[config.mk]
export PLATFORM = sky130hd
export DESIGN_NAME = single_double_tap_detector_unit
export DESIGN_NICKNAME = d
export VERILOG_FILES = /design/src/rtl/core/sdtd_pkg.sv /design/src/rtl/core/single_double_tap_detector_unit.sv
export SDC_FILE = /design/constraint.sdc
export NUM_CORES = 1
export LEC_CHECK = 0
export ABC_CLOCK_PERIOD_IN_PS = 18900
export BUFFER_PORTS_ARGS = -buffer_cell sky130_fd_sc_hd__buf_2
export CAP_MARGIN = 0
export CORE_ASPECT_RATIO = 0.9
export CORE_MARGIN = 10
export CORE_UTILIZATION = 30
export CTS_CLUSTER_DIAMETER = 30
export CTS_CLUSTER_SIZE = 40
export DETAILED_ROUTE_END_ITERATION = 6
export GPL_TIMING_DRIVEN = 0
export PLACE_DENSITY = 0.57
export SYNTH_ARGS = -nofsm -noshare
export SYNTH_HDL_FRONTEND = slang
export SYNTH_SLANG_ARGS = --single-unit
[constraint.sdc]
create_clock -name clk -period 18.9 [get_ports clk]
set_input_delay 3.78 -clock clk [delete_from_list [all_inputs] [get_ports clk]]
set_output_delay 3.78 -clock clk [all_outputs]
set_load 0.01 [all_outputs]
[src/rtl/core/sdtd_pkg.sv]
// single/double tap detector: shared constants and widths
// no dependencies
`default_nettype none

package sdtd_pkg;

    localparam int FILTER_TAPS    = 5;
    localparam int WARMUP_SAMPLES = 10;
    localparam int SAMPLE_BITS    = 16;

    localparam int HIST_DEPTH = FILTER_TAPS - 1;
    localparam int SUM_W      = SAMPLE_BITS + $clog2(FILTER_TAPS);
    localparam int RISE_W     = SUM_W + 2;

    localparam int THR_W     = 12;
    localparam int LOCK_W    = 8;
    localparam int WIN_W     = 10;
    localparam int COUNT_W   = 8;
    localparam int WARM_W    = 4;
    localparam int LIMIT_W   = THR_W + $clog2(FILTER_TAPS);

    localparam int CFG_INDEX_W = 2;
    localparam int CFG_DATA_W  = 12;

    localparam int IN_TDATA_W  = ((SAMPLE_BITS + 7) / 8) * 8;
    localparam int OUT_FIELD_W = 1 + COUNT_W;
    localparam int OUT_TDATA_W = ((OUT_FIELD_W + 7) / 8) * 8;

    localparam logic [CFG_INDEX_W-1:0] REG_TAP_THRESHOLD   = 2'd0;
    localparam logic [CFG_INDEX_W-1:0] REG_LOCKOUT_SAMPLES = 2'd1;
    localparam logic [CFG_INDEX_W-1:0] REG_WINDOW_SAMPLES  = 2'd2;

    localparam logic [THR_W-1:0]  THR_RESET  = 12'd150;
    localparam logic [LOCK_W-1:0] LOCK_RESET = 8'd15;
    localparam logic [WIN_W-1:0]  WIN_RESET  = 10'd200;

    localparam logic [COUNT_W-1:0] COUNT_MAX = '1;

endpackage

`default_nettype wire

[src/rtl/core/single_double_tap_detector_unit.sv]
// single/double tap detector top level: filter, tap counting, window classification
// depends on sdtd_pkg
`default_nettype none

// Takes one signed Z sample per word and, after ten warm-up samples, reports each
// closed tap window as one result word (double_tap, tap_count). A sample is taken
// in every cycle while the output is free or being drained; a result passes from
// the sample that closes the window through the input register, then through the
// combinational filter, rise compare and counter update into the output register.
// Throughput is one sample per cycle while the output is not stalled, bounded by
// the per-sample state update loop.
module single_double_tap_detector_unit (
    input  wire logic                                 clk,
    input  wire logic                                 rst_n,
    // config write channel
    input  wire logic                                 cfg_valid,
    output logic                                      cfg_ready,
    input  wire logic [sdtd_pkg::CFG_INDEX_W-1:0]     cfg_index,
    input  wire logic [sdtd_pkg::CFG_DATA_W-1:0]      cfg_data,
    // sample stream
    input  wire logic                                 s_tvalid,
    output logic                                      s_tready,
    input  wire logic [sdtd_pkg::IN_TDATA_W-1:0]      s_tdata,   // z_sample
    // result stream
    output logic                                      m_tvalid,
    input  wire logic                                 m_tready,
    output logic [sdtd_pkg::OUT_TDATA_W-1:0]          m_tdata    // double_tap, tap_count, zero pad
);
    import sdtd_pkg::*;

    logic [THR_W-1:0]  thr_reg;
    logic [LOCK_W-1:0] lock_samples_reg;
    logic [WIN_W-1:0]  win_samples_reg;

    logic                          in_valid_reg;
    logic signed [SAMPLE_BITS-1:0] sample_reg;

    logic signed [SAMPLE_BITS-1:0] hist_reg [HIST_DEPTH];
    logic signed [SUM_W-1:0]       prev_sum_reg;
    logic [COUNT_W-1:0]            taps_reg, taps_next;
    logic [LOCK_W-1:0]             lock_cnt_reg, lock_cnt_next;
    logic                          lock_act_reg, lock_act_next;
    logic [WIN_W-1:0]              win_cnt_reg, win_cnt_next;
    logic [WARM_W-1:0]             warm_reg, warm_next;

    logic                out_valid_reg;
    logic                dbl_reg;
    logic [COUNT_W-1:0]  count_reg;

    logic                    advance;
    logic signed [SUM_W-1:0] sum_now;
    logic signed [RISE_W-1:0] rise_diff;
    logic [LIMIT_W-1:0]      limit;
    logic                    rise;
    logic                    emit;
    logic                    tested;
    logic                    warm_done;

    assign cfg_ready = 1'b1;
    assign advance   = in_valid_reg && (!out_valid_reg || m_tready);
    assign s_tready  = !in_valid_reg || advance;
    assign m_tvalid  = out_valid_reg;
    assign m_tdata   = {{(OUT_TDATA_W - OUT_FIELD_W){1'b0}}, count_reg, dbl_reg};

    // config registers
    always_ff @(posedge clk or negedge rst_n)
    begin
        if (!rst_n)
        begin
            thr_reg          <= THR_RESET;
            lock_samples_reg <= LOCK_RESET;
            win_samples_reg  <= WIN_RESET;
        end
        else if (cfg_valid && cfg_ready)
        begin
            if (cfg_index == REG_TAP_THRESHOLD)
                thr_reg <= cfg_data[THR_W-1:0];
            else if (cfg_index == REG_LOCKOUT_SAMPLES)
                lock_samples_reg <= cfg_data[LOCK_W-1:0];
            else if (cfg_index == REG_WINDOW_SAMPLES)
                win_samples_reg <= cfg_data[WIN_W-1:0];
        end
    end

    // input register
    always_ff @(posedge clk or negedge rst_n)
    begin
        if (!rst_n)
            in_valid_reg <= 1'b0;
        else if (s_tready)
            in_valid_reg <= s_tvalid;
    end

    always_ff @(posedge clk)
    begin
        if (s_tvalid && s_tready)
            sample_reg <= s_tdata[SAMPLE_BITS-1:0];
    end

    // moving sum and rise test
    always_comb
    begin
        sum_now = SUM_W'(sample_reg);
        for (int i = 0; i < HIST_DEPTH; i++)
            sum_now = sum_now + SUM_W'(hist_reg[i]);
    end

    assign rise_diff = RISE_W'(sum_now) - RISE_W'(prev_sum_reg);
    assign limit     = LIMIT_W'(FILTER_TAPS) * LIMIT_W'(thr_reg);
    assign rise      = rise_diff >= $signed({{(RISE_W - LIMIT_W){1'b0}}, limit});
    assign warm_done = (warm_reg >= WARM_W'(WARMUP_SAMPLES));

    // tap counting, lockout and window
    always_comb
    begin
        taps_next     = taps_reg;
        lock_cnt_next = lock_cnt_reg;
        lock_act_next = lock_act_reg;
        win_cnt_next  = win_cnt_reg;
        warm_next     = warm_reg;
        emit          = 1'b0;
        tested        = 1'b0;
        if (!warm_done)
        begin
            warm_next = warm_reg + 1'b1;
        end
        else
        begin
            if (taps_next == '0)
            begin
                tested = 1'b1;
                if (rise)
                begin
                    taps_next     = taps_next + 1'b1;
                    lock_act_next = 1'b1;
                end
            end
            if (taps_next != '0 && lock_cnt_next < lock_samples_reg && lock_act_next)
            begin
                lock_cnt_next = lock_cnt_next + 1'b1;
            end
            else
            begin
                lock_cnt_next = '0;
                lock_act_next = 1'b0;
                if (!tested && rise)
                begin
                    if (taps_next != COUNT_MAX)
                        taps_next = taps_next + 1'b1;
                    lock_act_next = 1'b1;
                end
            end
            if (taps_next != '0)
                win_cnt_next = win_cnt_next + 1'b1;
            if (win_cnt_next >= win_samples_reg)
            begin
                win_cnt_next = '0;
                if (taps_next != '0)
                    emit = 1'b1;
            end
        end
    end

    always_ff @(posedge clk or negedge rst_n)
    begin
        if (!rst_n)
        begin
            for (int i = 0; i < HIST_DEPTH; i++)
                hist_reg[i] <= '0;
            prev_sum_reg <= '0;
            taps_reg     <= '0;
            lock_cnt_reg <= '0;
            lock_act_reg <= 1'b0;
            win_cnt_reg  <= '0;
            warm_reg     <= '0;
        end
        else if (advance)
        begin
            for (int i = 0; i < HIST_DEPTH - 1; i++)
                hist_reg[i] <= hist_reg[i+1];
            hist_reg[HIST_DEPTH-1] <= sample_reg;
            prev_sum_reg <= sum_now;
            taps_reg     <= emit ? '0 : taps_next;
            lock_cnt_reg <= lock_cnt_next;
            lock_act_reg <= lock_act_next;
            win_cnt_reg  <= win_cnt_next;
            warm_reg     <= warm_next;
        end
    end

    // result register
    always_ff @(posedge clk or negedge rst_n)
    begin
        if (!rst_n)
            out_valid_reg <= 1'b0;
        else if (advance && emit)
            out_valid_reg <= 1'b1;
        else if (m_tready)
            out_valid_reg <= 1'b0;
    end

    always_ff @(posedge clk)
    begin
        if (advance && emit)
        begin
            dbl_reg   <= (taps_next > COUNT_W'(1));
            count_reg <= taps_next;
        end
    end

    // checks
    a_count_nonzero: assert property (@(posedge clk) disable iff (!rst_n)
        out_valid_reg |-> (count_reg != '0))
        else $error("result with zero tap count");

    a_double_matches: assert property (@(posedge clk) disable iff (!rst_n)
        out_valid_reg |-> (dbl_reg == (count_reg > COUNT_W'(1))))
        else $error("double_tap disagrees with tap_count");

    a_window_idle: assert property (@(posedge clk) disable iff (!rst_n)
        (taps_reg == '0) |-> (win_cnt_reg == '0))
        else $error("window running with no taps pending");

    a_lockout_idle: assert property (@(posedge clk) disable iff (!rst_n)
        !lock_act_reg |-> (lock_cnt_reg == '0))
        else $error("lockout count set while lockout inactive");

    a_warmup_quiet: assert property (@(posedge clk) disable iff (!rst_n)
        !warm_done |-> (taps_reg == '0 && !out_valid_reg))
        else $error("tap activity during warm-up");

endmodule

`default_nettype wire
==> metrics.md, run 1 <==
| Metric | Value |
|---|---|
| Tmin final | 13.11 ns |
| Final worst path period share | 69.36% |
| Post-DP HPWL | 18,980 µm |
| Critical Path Start Type | register |
| Most frequent cell after synthesis | inv_1 |
| Synthesized area per cell | 9.460 µm² |
| Largest net degree at the start of global routing | 78 |
| Num rows | 68 |
| Post-Route Skew | 0.01424 ns |
| Final Hold Vio Count | 0 |
| Antenna Cells | 0 |
| Clk slew on worst S/H paths | 0.07 ns |
| Nets | 1,486 |
| CP max stage cell | fa_1 |
| Worst EP arrival | 13.48 ns |
| DRT Wirelength | 25,230 µm |
| Worst-Margin Slew | 1.097 ns |
| M3 GR Usage | 2.726% |
| Flops & latches, synth | 171 |
| Die area | 47,070 µm² |
| Die Ht | 206.8 µm |
| Post-DR vias/cell | 4.495 |
| Top cell type's share of synthesized area | 29.03% |
| Setup bufs post-CTS | 0 |
| Synth cell count leaders | inv_1, nand2_1, dfrtp_1, o21ai_0, ha_1 |
| Fmax | 76.28 MHz |
| Final cell count without fillers | 1,839 |
| CTS tree | done |
| Vias in the first global route | 8,441 |
| Slowest cell delay on critical path | 0.61 ns |
| Hold-fix buffers, CTS | 0 |
| Netlist cell types | 72 |
| Post-DRT Antenna Nets | 0 |
| Layout cell share with drive strength beyond 1 | 11.80% |
| Area grow syn2layout | 13.30% |
| GR Layer Usage met2 | 17.48% |
| RSZ-0062 raised after global routing | false |
| Mapped Area | 11,640 µm² |
| Max Slew Vio Count | 0 |
| EDFF count, synth | 25 |
| Worst-skew pair later-pin latency | 0.46 ns |
| Overflow after GRT | 0 |
| Worst EP required | 19.27 ns |
| Via count | 8,266 |
| Area contributors post-synth | dfrtp_1, ha_1, fa_1 |
| Primary FF master, synth | dfrtp_1 |
| Num Clock Sinks | 171 |
| Max-cap violation count | 0 |
| Initial drt markers | 437 |
| Number of synthesis warnings | 0 |
| Max FFs per register | 64 |
| Clock Tree Buf Depth | 2 |
| CP Class | reg -> reg |
| Post-Synthesis Cells | 1,230 |
| Die X | 227.6 µm |
| # DRC | 0 |
| Sequential area share after synthesis | 37.97% |
| I/O pin count | 54 |
| Sum of negative setup slack | 0 ns |
| Worst setup EP type | register |
| Drt pass-1 iters | 4 |
| Port Buffers | 45 |
| Initial antenna violation count | 0 |
| Fraction of registers with async set/reset | 85.38% |
| Most used cell, CP | a21o_1 |
| Min-delay worst type | reg -> reg |
| # setup viols final | 0 |
| CTS root buffer | clkbuf_16 |
| Core Region | 38,370 µm² |
| First-pass GRT wire length | 42,700 µm |
| Max transition margin | 26.27% |
| Outcome | finished, final reports clean |
| Total Routing Usage GR | 11.33% |
| CTS Buf Count | 17 |
| Met1 Resource Use GR | 15.55% |
| Average wire per standard cell | 13.72 µm |
| Starting density of the core | 30.32% |
| H-tree depth | 4 |
| Gr busiest metal | met2 |
| CTS resizes | 0 |
| Final GP Congestion | 0.8414 |
| Crit-path max FO | 9 |
| Largest area contributor in the netlist | dfrtp_1 |
| DP Cell Count | 1,807 |
-- critical path: cells and delay by family (launching register included) --
family / cells / cell delay, ns
compound gates: 22 / 4.64
simple gates: 17 / 3.59
fa+ha+maj: 9 / 3.34
mux: 2 / 0.69
flops: 1 / 0.35
buf+inv: 4 / 0.27
xor+xnor: 1 / 0.11
-- logic make-up after synthesis --
| logic type | Yosys count | share of synthesized area, % |
|---|---|---|
| xor gates and xnor gates | 54 | 4.064 |
| muxes | 38 | 3.634 |
| AOI/OAI and AO/OA | 254 | 13.72 |
| other | 2 | 0.06454 |
| DFF | 171 | 37.97 |
| buffers and inverters | 232 | 7.785 |
| adders and majority gates | 150 | 19.48 |
| and+or+nand+nor | 329 | 13.28 |
-- through the flow --
step                      instance area, µm²  hold WS [ns]  util, %  setup slack, ns
after floorplan                        11660        0.4498        -            7.603
after global placement                 12540        0.4554    32.68            5.985
after detailed placement               12580        0.4645    32.78            5.878
after CTS                              13180        0.4833    34.35            5.819
after global routing                   13180        0.5067    34.36            4.535
final                                  13180        0.4823    34.36            5.791
-- area by class of cell --
class / instances / area, µm²
clock buffers: 20 / 478.0
plain buffers: 34 / 162.7
flip-flops and latches: 171 / 4418
inverters: 198 / 743.2
clock inverters: 12 / 122.6
well taps: 525 / 656.9
multi-input cells: 833 / 6340
repair buffers: 46 / 262.8
fillers: 3915 / 25190
-- layout by cell type, fill, tap and decap left out, types with 9 or more instances in the layout --
cell,synthesis,routed
xnor2_1,36,36
buf_2,1,45
nand2_1,176,176
fa_1,52,52
a21o_1,23,23
clkbuf_1,20,20
nor3_1,10,9
dfrtp_1,135,135
mux2_2,34,34
nand3_1,18,18
nor2_1,37,37
nand2b_1,15,15
buf_4,9,9
and2_1,11,11
inv_1,198,198
o21ai_0,112,112
edfxtp_1,25,25
xor2_1,18,18
nor2b_1,12,12
clkbuf_16,0,18
ha_1,98,98
dfstp_2,11,11
a21oi_1,54,54
-- metal layers --
layer / part of all wire, % / wire length [µm]
met3: 3.8 / 968
met2: 43 / 10930
met4: 1.3 / 337
met1: 52 / 13000
met5: 0 / 0
-- path summary, 6_finish.rpt --
check	from	endpoint	slack (ns)	depth (start not counted)
worst min register to register	hist_reg[11]	hist_reg[27]	0.48	2
max in group asynchronous	rst_n	hist_reg[46]	14.82	2
worst max-delay path	sample_reg[1]	win_cnt_reg[9]	5.79	55
min in group asynchronous	rst_n	thr_reg[3]	3.29	1
worst max register to register	sample_reg[1]	win_cnt_reg[9]	5.79	55
worst min-delay path	hist_reg[11]	hist_reg[27]	0.48	2
Power of run 1 is left out: the tool's default activity adds up to more than one toggle a clock period on the data nets, which glitch-free logic cannot reach.
==> inputs of run 2 (changes only) <==
Settings changed: ABC_CLOCK_PERIOD_IN_PS 18900 to 12400.
Clock period 18.9 ns to 12.4 ns, I/O delays scaled along.
==> metrics.md, run 2 (synthesis results as in run 1) <==
| Metric | Value |
|---|---|
| Outcome | finished, final reports clean |
| Commonest non-fill, non-tap cell in the layout | inv_1 |
| Most used cell, CP | a21o_1 |
| Post-Route Skew | 0.01216 ns |
| Initial drt markers | 423 |
| Tmin final | 11.60 ns |
| Most frequent cells in the layout | inv_1, nand2_1, dfrtp_1 |
| Buf/Inv on CP | 4 |
| GR Layer Usage met2 | 17.58% |
| Num rows | 68 |
| Min-delay worst type | reg -> reg |
| Setup WS post-layout | 0.8042 ns |
| Num Clock Sinks | 171 |
| Gr busiest metal | met2 |
| Core Region | 38,370 µm² |
| Post-DP HPWL | 18,980 µm |
| Fill count | 3,886 |
| Post-DRT Antenna Nets | 0 |
| Antenna Cells | 0 |
| Post-DR vias/cell | 4.512 |
| DP Cell Count | 1,807 |
| Final cell count without fillers | 1,850 |
| Via count | 8,348 |
| Average wire per standard cell | 13.81 µm |
| Total Routing Usage GR | 11.36% |
| Area grow syn2layout | 15.36% |
| Die area | 47,070 µm² |
| Worst-skew pair later-pin latency | 0.46 ns |
| Final worst path period share | 93.51% |
| Cell family with most CP delay | compound AO/OA/AOI/OAI gates |
| Port Buffers | 45 |
| Initial antenna violation count | 0 |
| Die X | 227.6 µm |
| Final GP Congestion | 0.8414 |
| Die Ht | 206.8 µm |
| Drt pass-1 iters | 5 |
| Worst setup EP type | register |
| CP Class | reg -> reg |
| Clk slew on worst S/H paths | 0.07 ns |
| Max-cap violation count | 0 |
| Max transition margin | 21.62% |
| # DRC | 0 |
| Crit-path max FO | 9 |
| Max Slew Vio Count | 0 |
| Layout Utilization | 34.98% |
| Hold-fix buffers, CTS | 0 |
| CTS Buf Count | 17 |
| Clock Tree Buf Depth | 2 |
| Met1 Resource Use GR | 15.56% |
| Vias in the first global route | 8,477 |
| Final Hold Vio Count | 0 |
| CTS root buffer | clkbuf_16 |
| Max FFs per register | 64 |
| Post-Place Worst Slack | -0.6223 ns |
| Slowest cell delay on critical path | 0.60 ns |
| DRT Wirelength | 25,550 µm |
| Largest net degree at the start of global routing | 78 |
| Fmax | 86.24 MHz |
| I/O pin count | 54 |
| Worst EP required | 12.77 ns |
| CTS tree | done |
| H-tree depth | 4 |
| CP max stage cell | fa_2 |
| Nets | 1,497 |
| Worst EP arrival | 11.97 ns |
| Starting density of the core | 30.32% |
| # setup viols final | 0 |
| Critical Path Start Type | register |
| Overflow after GRT | 0 |
| M3 GR Usage | 2.726% |
| Worst-Margin Slew | 1.166 ns |
| Layout cell share with drive strength beyond 1 | 14.26% |
| First-pass GRT wire length | 42,810 µm |
-- run 2: cell count changes in the layout (fill, tap and decap cells not counted), moves of 2 or more --
| cell | delta |
|---|---|
| o21ai_0 | -6 |
| nor3b_1 | -2 |
| a21boi_0 | -4 |
| nand3_1 | -2 |
| a21oi_2 | +4 |
| buf_4 | +11 |
| o21ai_1 | +5 |
| a21boi_1 | +3 |
| a21oi_1 | -5 |
-- run 2: final cells by class --
type | count | area (µm²) | area share [%]
sequential | 171 | 4418 | 32.91
buffer | 34 | 163.9 | 1.221
timing repair buffer | 57 | 345.3 | 2.573
clock inverter | 12 | 122.6 | 0.9135
clock buffer | 20 | 478.0 | 3.561
inverter | 198 | 743.2 | 5.537
multi-input combinational | 833 | 6495 | 48.39
tap | 525 | 656.9 | 4.894
-- run 2: path summary, 6_finish.rpt --
| path | startpoint | endpoint | slack [ns] | depth (start not counted) |
|---|---|---|---|---|
| worst max-delay path | sample_reg[1] | win_cnt_reg[9] | 0.80 | 55 |
| worst min-delay path | sample_reg[11] | hist_reg[11] | 0.48 | 2 |
| worst max register to register | sample_reg[1] | win_cnt_reg[9] | 0.80 | 55 |
| worst min register to register | sample_reg[11] | hist_reg[11] | 0.48 | 2 |
| max in group asynchronous | rst_n | hist_reg[37] | 9.61 | 2 |
| min in group asynchronous | rst_n | thr_reg[3] | 1.99 | 1 |
-- run 2: tightest hold or removal path, delay by kind of cell, from the launching register on --
| kind | cells | cell delay, ns |
|---|---|---|
| flops | 1 | 0.34 |
| compound gates | 1 | 0.06 |
| simple gates | 1 | 0.05 |
-- run 2: layer usage --
metal  wire (µm)  vias to the layer above  share of wire [%]
met5           0                        -                  0
met2       11210                       93                 44
met4         322                        0                1.3
li1            -                     4238                  -
met1       13080                     4000                 51
met3         930                       17                3.6
-- run 2: what timing repair did --
action                                  4_1_cts  5_1_grt
endpoints found under the setup margin       28       28
buffers inserted                              3        8
pin swaps                                     3       16
gates resized for setup                       9       34
gates cloned                                  0        0
-- run 2: through the flow --
stage                     area, µm²  setup TNS [ns]  hold slack (ns)
after detailed placement      12580          -13.07           0.4645
after global placement        12540          -9.461           0.4554
after floorplan               11660               0           0.4498
final                         13420               0           0.4814
after global routing          13420         -0.5167           0.5067
after CTS                     13240               0           0.4833
Power of run 2 is left out for the same reason.
==> inputs of run 3 (changes only) <==
Settings changed: ABC_AREA set to 1, CORE_MARGIN 10 to 2, HOLD_SLACK_MARGIN set to 0.15.
==> metrics.md, run 3 <==
| Metric | Value |
|---|---|
| Sum of negative setup slack | 0 ns |
| Synthesized area per cell | 8.110 µm² |
| Design Area, Final | 13,810 µm² |
| Die area | 42,320 µm² |
| Fraction of registers with async set/reset | 85.38% |
| Area contributors post-synth | dfrtp_1, nand2_1, ha_1 |
| Primary FF master, synth | dfrtp_1 |
| Antenna Cells | 0 |
| Tmin final | 11.34 ns |
| Starting density of the core | 30.23% |
| Num rows | 70 |
| Clk slew on worst S/H paths | 0.07 ns |
| Die Ht | 195.4 µm |
| Die X | 216.6 µm |
| EDFF count, synth | 25 |
| Post-place instance area | 13,160 µm² |
| Flops & latches, synth | 171 |
| Core Region | 40,380 µm² |
| Initial drt markers | 523 |
| I/O pin count | 54 |
| Max-cap violation count | 0 |
| Post-DP HPWL | 20,740 µm |
| Fmax | 88.22 MHz |
| DRT Wirelength | 26,360 µm |
| Layout cell share with drive strength beyond 1 | 9.730% |
| Layout Utilization | 34.21% |
| Buf/Inv on CP | 10 |
| Sequential area share after synthesis | 36.20% |
| Nets | 1,765 |
| Post-DR vias/cell | 4.376 |
| Initial antenna violation count | 0 |
| Post-Route Skew | 0.01295 ns |
| Outcome | finished, final reports clean |
| Worst-skew pair later-pin latency | 0.45 ns |
| CP Class | reg -> reg |
| CP max stage cell | fa_1 |
| Max transition margin | 44.12% |
| Worst EP arrival | 11.53 ns |
| Num Clock Sinks | 171 |
| # setup viols final | 0 |
| # DRC | 0 |
| DP Cell Count | 2,097 |
| Drt pass-1 iters | 5 |
| Worst setup EP type | register |
| Most frequent cell after synthesis | nand2_1 |
| Final worst path period share | 91.42% |
| Most frequent cells in the layout | nand2_1, inv_1, dfrtp_1 |
| CTS tree | done |
| Overflow after GRT | 0 |
| Post-DRT Antenna Nets | 0 |
| Final GP Congestion | 0.8516 |
| Top cell type's share of synthesized area | 27.68% |
| Commonest non-fill, non-tap cell in the layout | nand2_1 |
| CTS Buf Count | 17 |
| Clock Tree Buf Depth | 2 |
| Slowest cell delay on critical path | 0.51 ns |
| CTS root buffer | clkbuf_16 |
| Number of synthesis warnings | 0 |
| Synth cell count leaders | nand2_1, inv_1, dfrtp_1, o21ai_0, ha_1 |
| Critical Path Start Type | register |
| Most used cell, CP | nand2_1 |
| Cell family with most CP delay | simple AND/OR/NAND/NOR gates |
| Crit-path max FO | 10 |
| Post-Synthesis Cells | 1,505 |
| Max FFs per register | 64 |
| Average wire per standard cell | 12.36 µm |
| Mapped Area | 12,210 µm² |
| First-pass GRT wire length | 45,700 µm |
| Via count | 9,334 |
| Netlist cell types | 55 |
| Max Slew Vio Count | 0 |
| Largest net degree at the start of global routing | 88 |
| Total Routing Usage GR | 13.23% |
| Final Hold Vio Count | 0 |
| Worst-Margin Slew | 0.8305 ns |
| Min-delay worst type | reg -> reg |
| Area grow syn2layout | 13.17% |
| H-tree depth | 4 |
| Worst EP required | 12.59 ns |
| Vias in the first global route | 9,319 |
| Largest area contributor in the netlist | dfrtp_1 |
| RSZ-0062 raised after global routing | false |
| Port Buffers | 45 |
| Final cell count without fillers | 2,133 |
-- run 3: cell types whose count changed after synthesis, moves of 15 or more --
cell,previous run,this run
a21o_1,23,2
inv_1,198,313
mux2_2,34,2
nand2_1,176,367
nand2_2,0,18
nand2b_1,15,0
nand3_1,18,65
xnor2_1,36,12
xor2_1,18,42
-- run 3: tightest hold or removal path, delay by kind of cell, from the launching register on --
kind             cells  cell delay (ns)
flip-flops           1             0.34
AO/OA/AOI/OAI        1             0.06
AND/OR/NAND/NOR      1             0.05
-- run 3: repair_timing --
item                                    in CTS  in global routing
setup buffers                                0                  4
endpoints found under the setup margin       0                 26
hold buffers                                 0                  0
gates resized for setup                      0                  5
-- run 3: per-stage QoR --
stage               hold slack [ns]  setup WS (ns)
floorplan                    0.4527          2.452
global placement             0.4672         0.8273
detailed placement           0.4743         0.6583
CTS                          0.4907         0.5977
global route                 0.5089        0.06464
finish                       0.4867          1.064
-- run 3: cell families after synthesis --
group	after synthesis	synth area share, %
AND/OR/NAND/NOR	550	19.70
buffers and inverters	360	11.48
AO/OA/AOI/OAI	216	9.923
multiplexers	2	0.1845
XOR/XNOR	54	3.875
other	2	0.06153
flip-flops	171	36.20
adder cells (fa/ha/maj)	150	18.58
-- run 3: final timing paths --
| path | depth (start not counted) | slack (ns) | from | endpoint |
|---|---|---|---|---|
| worst max-delay path | 71 | 1.06 | hist_reg[1] | count_reg[5] |
| worst min-delay path | 2 | 0.49 | hist_reg[25] | hist_reg[25] |
| worst max register to register | 71 | 1.06 | hist_reg[1] | count_reg[5] |
| worst min register to register | 2 | 0.49 | hist_reg[25] | hist_reg[25] |
| max in group asynchronous | 2 | 9.55 | rst_n | hist_reg[31] |
| min in group asynchronous | 1 | 1.99 | rst_n | win_cnt_reg[6] |
-- run 3: metal layers --
layer	routed length (µm)	track usage, %	up-vias
li1	-	-	4823
met1	13370	18.50	4366
met2	11880	21.07	120
met3	722	2.150	25
met4	382	3.881	0
met5	0	0	-
-- run 3: layout make-up --
type	instances	area (µm²)
Buffer	41	203.9
Tap cell	540	675.6
Timing Repair Buffer	50	289.0
Clock buffer	17	425.4
Multi-Input combinational cell	980	6419
Sequential cell	171	4418
Inverter	319	1197
Fill cell	4195	26560
Clock inverter	15	185.2
Power of run 3 is left out for the same reason.
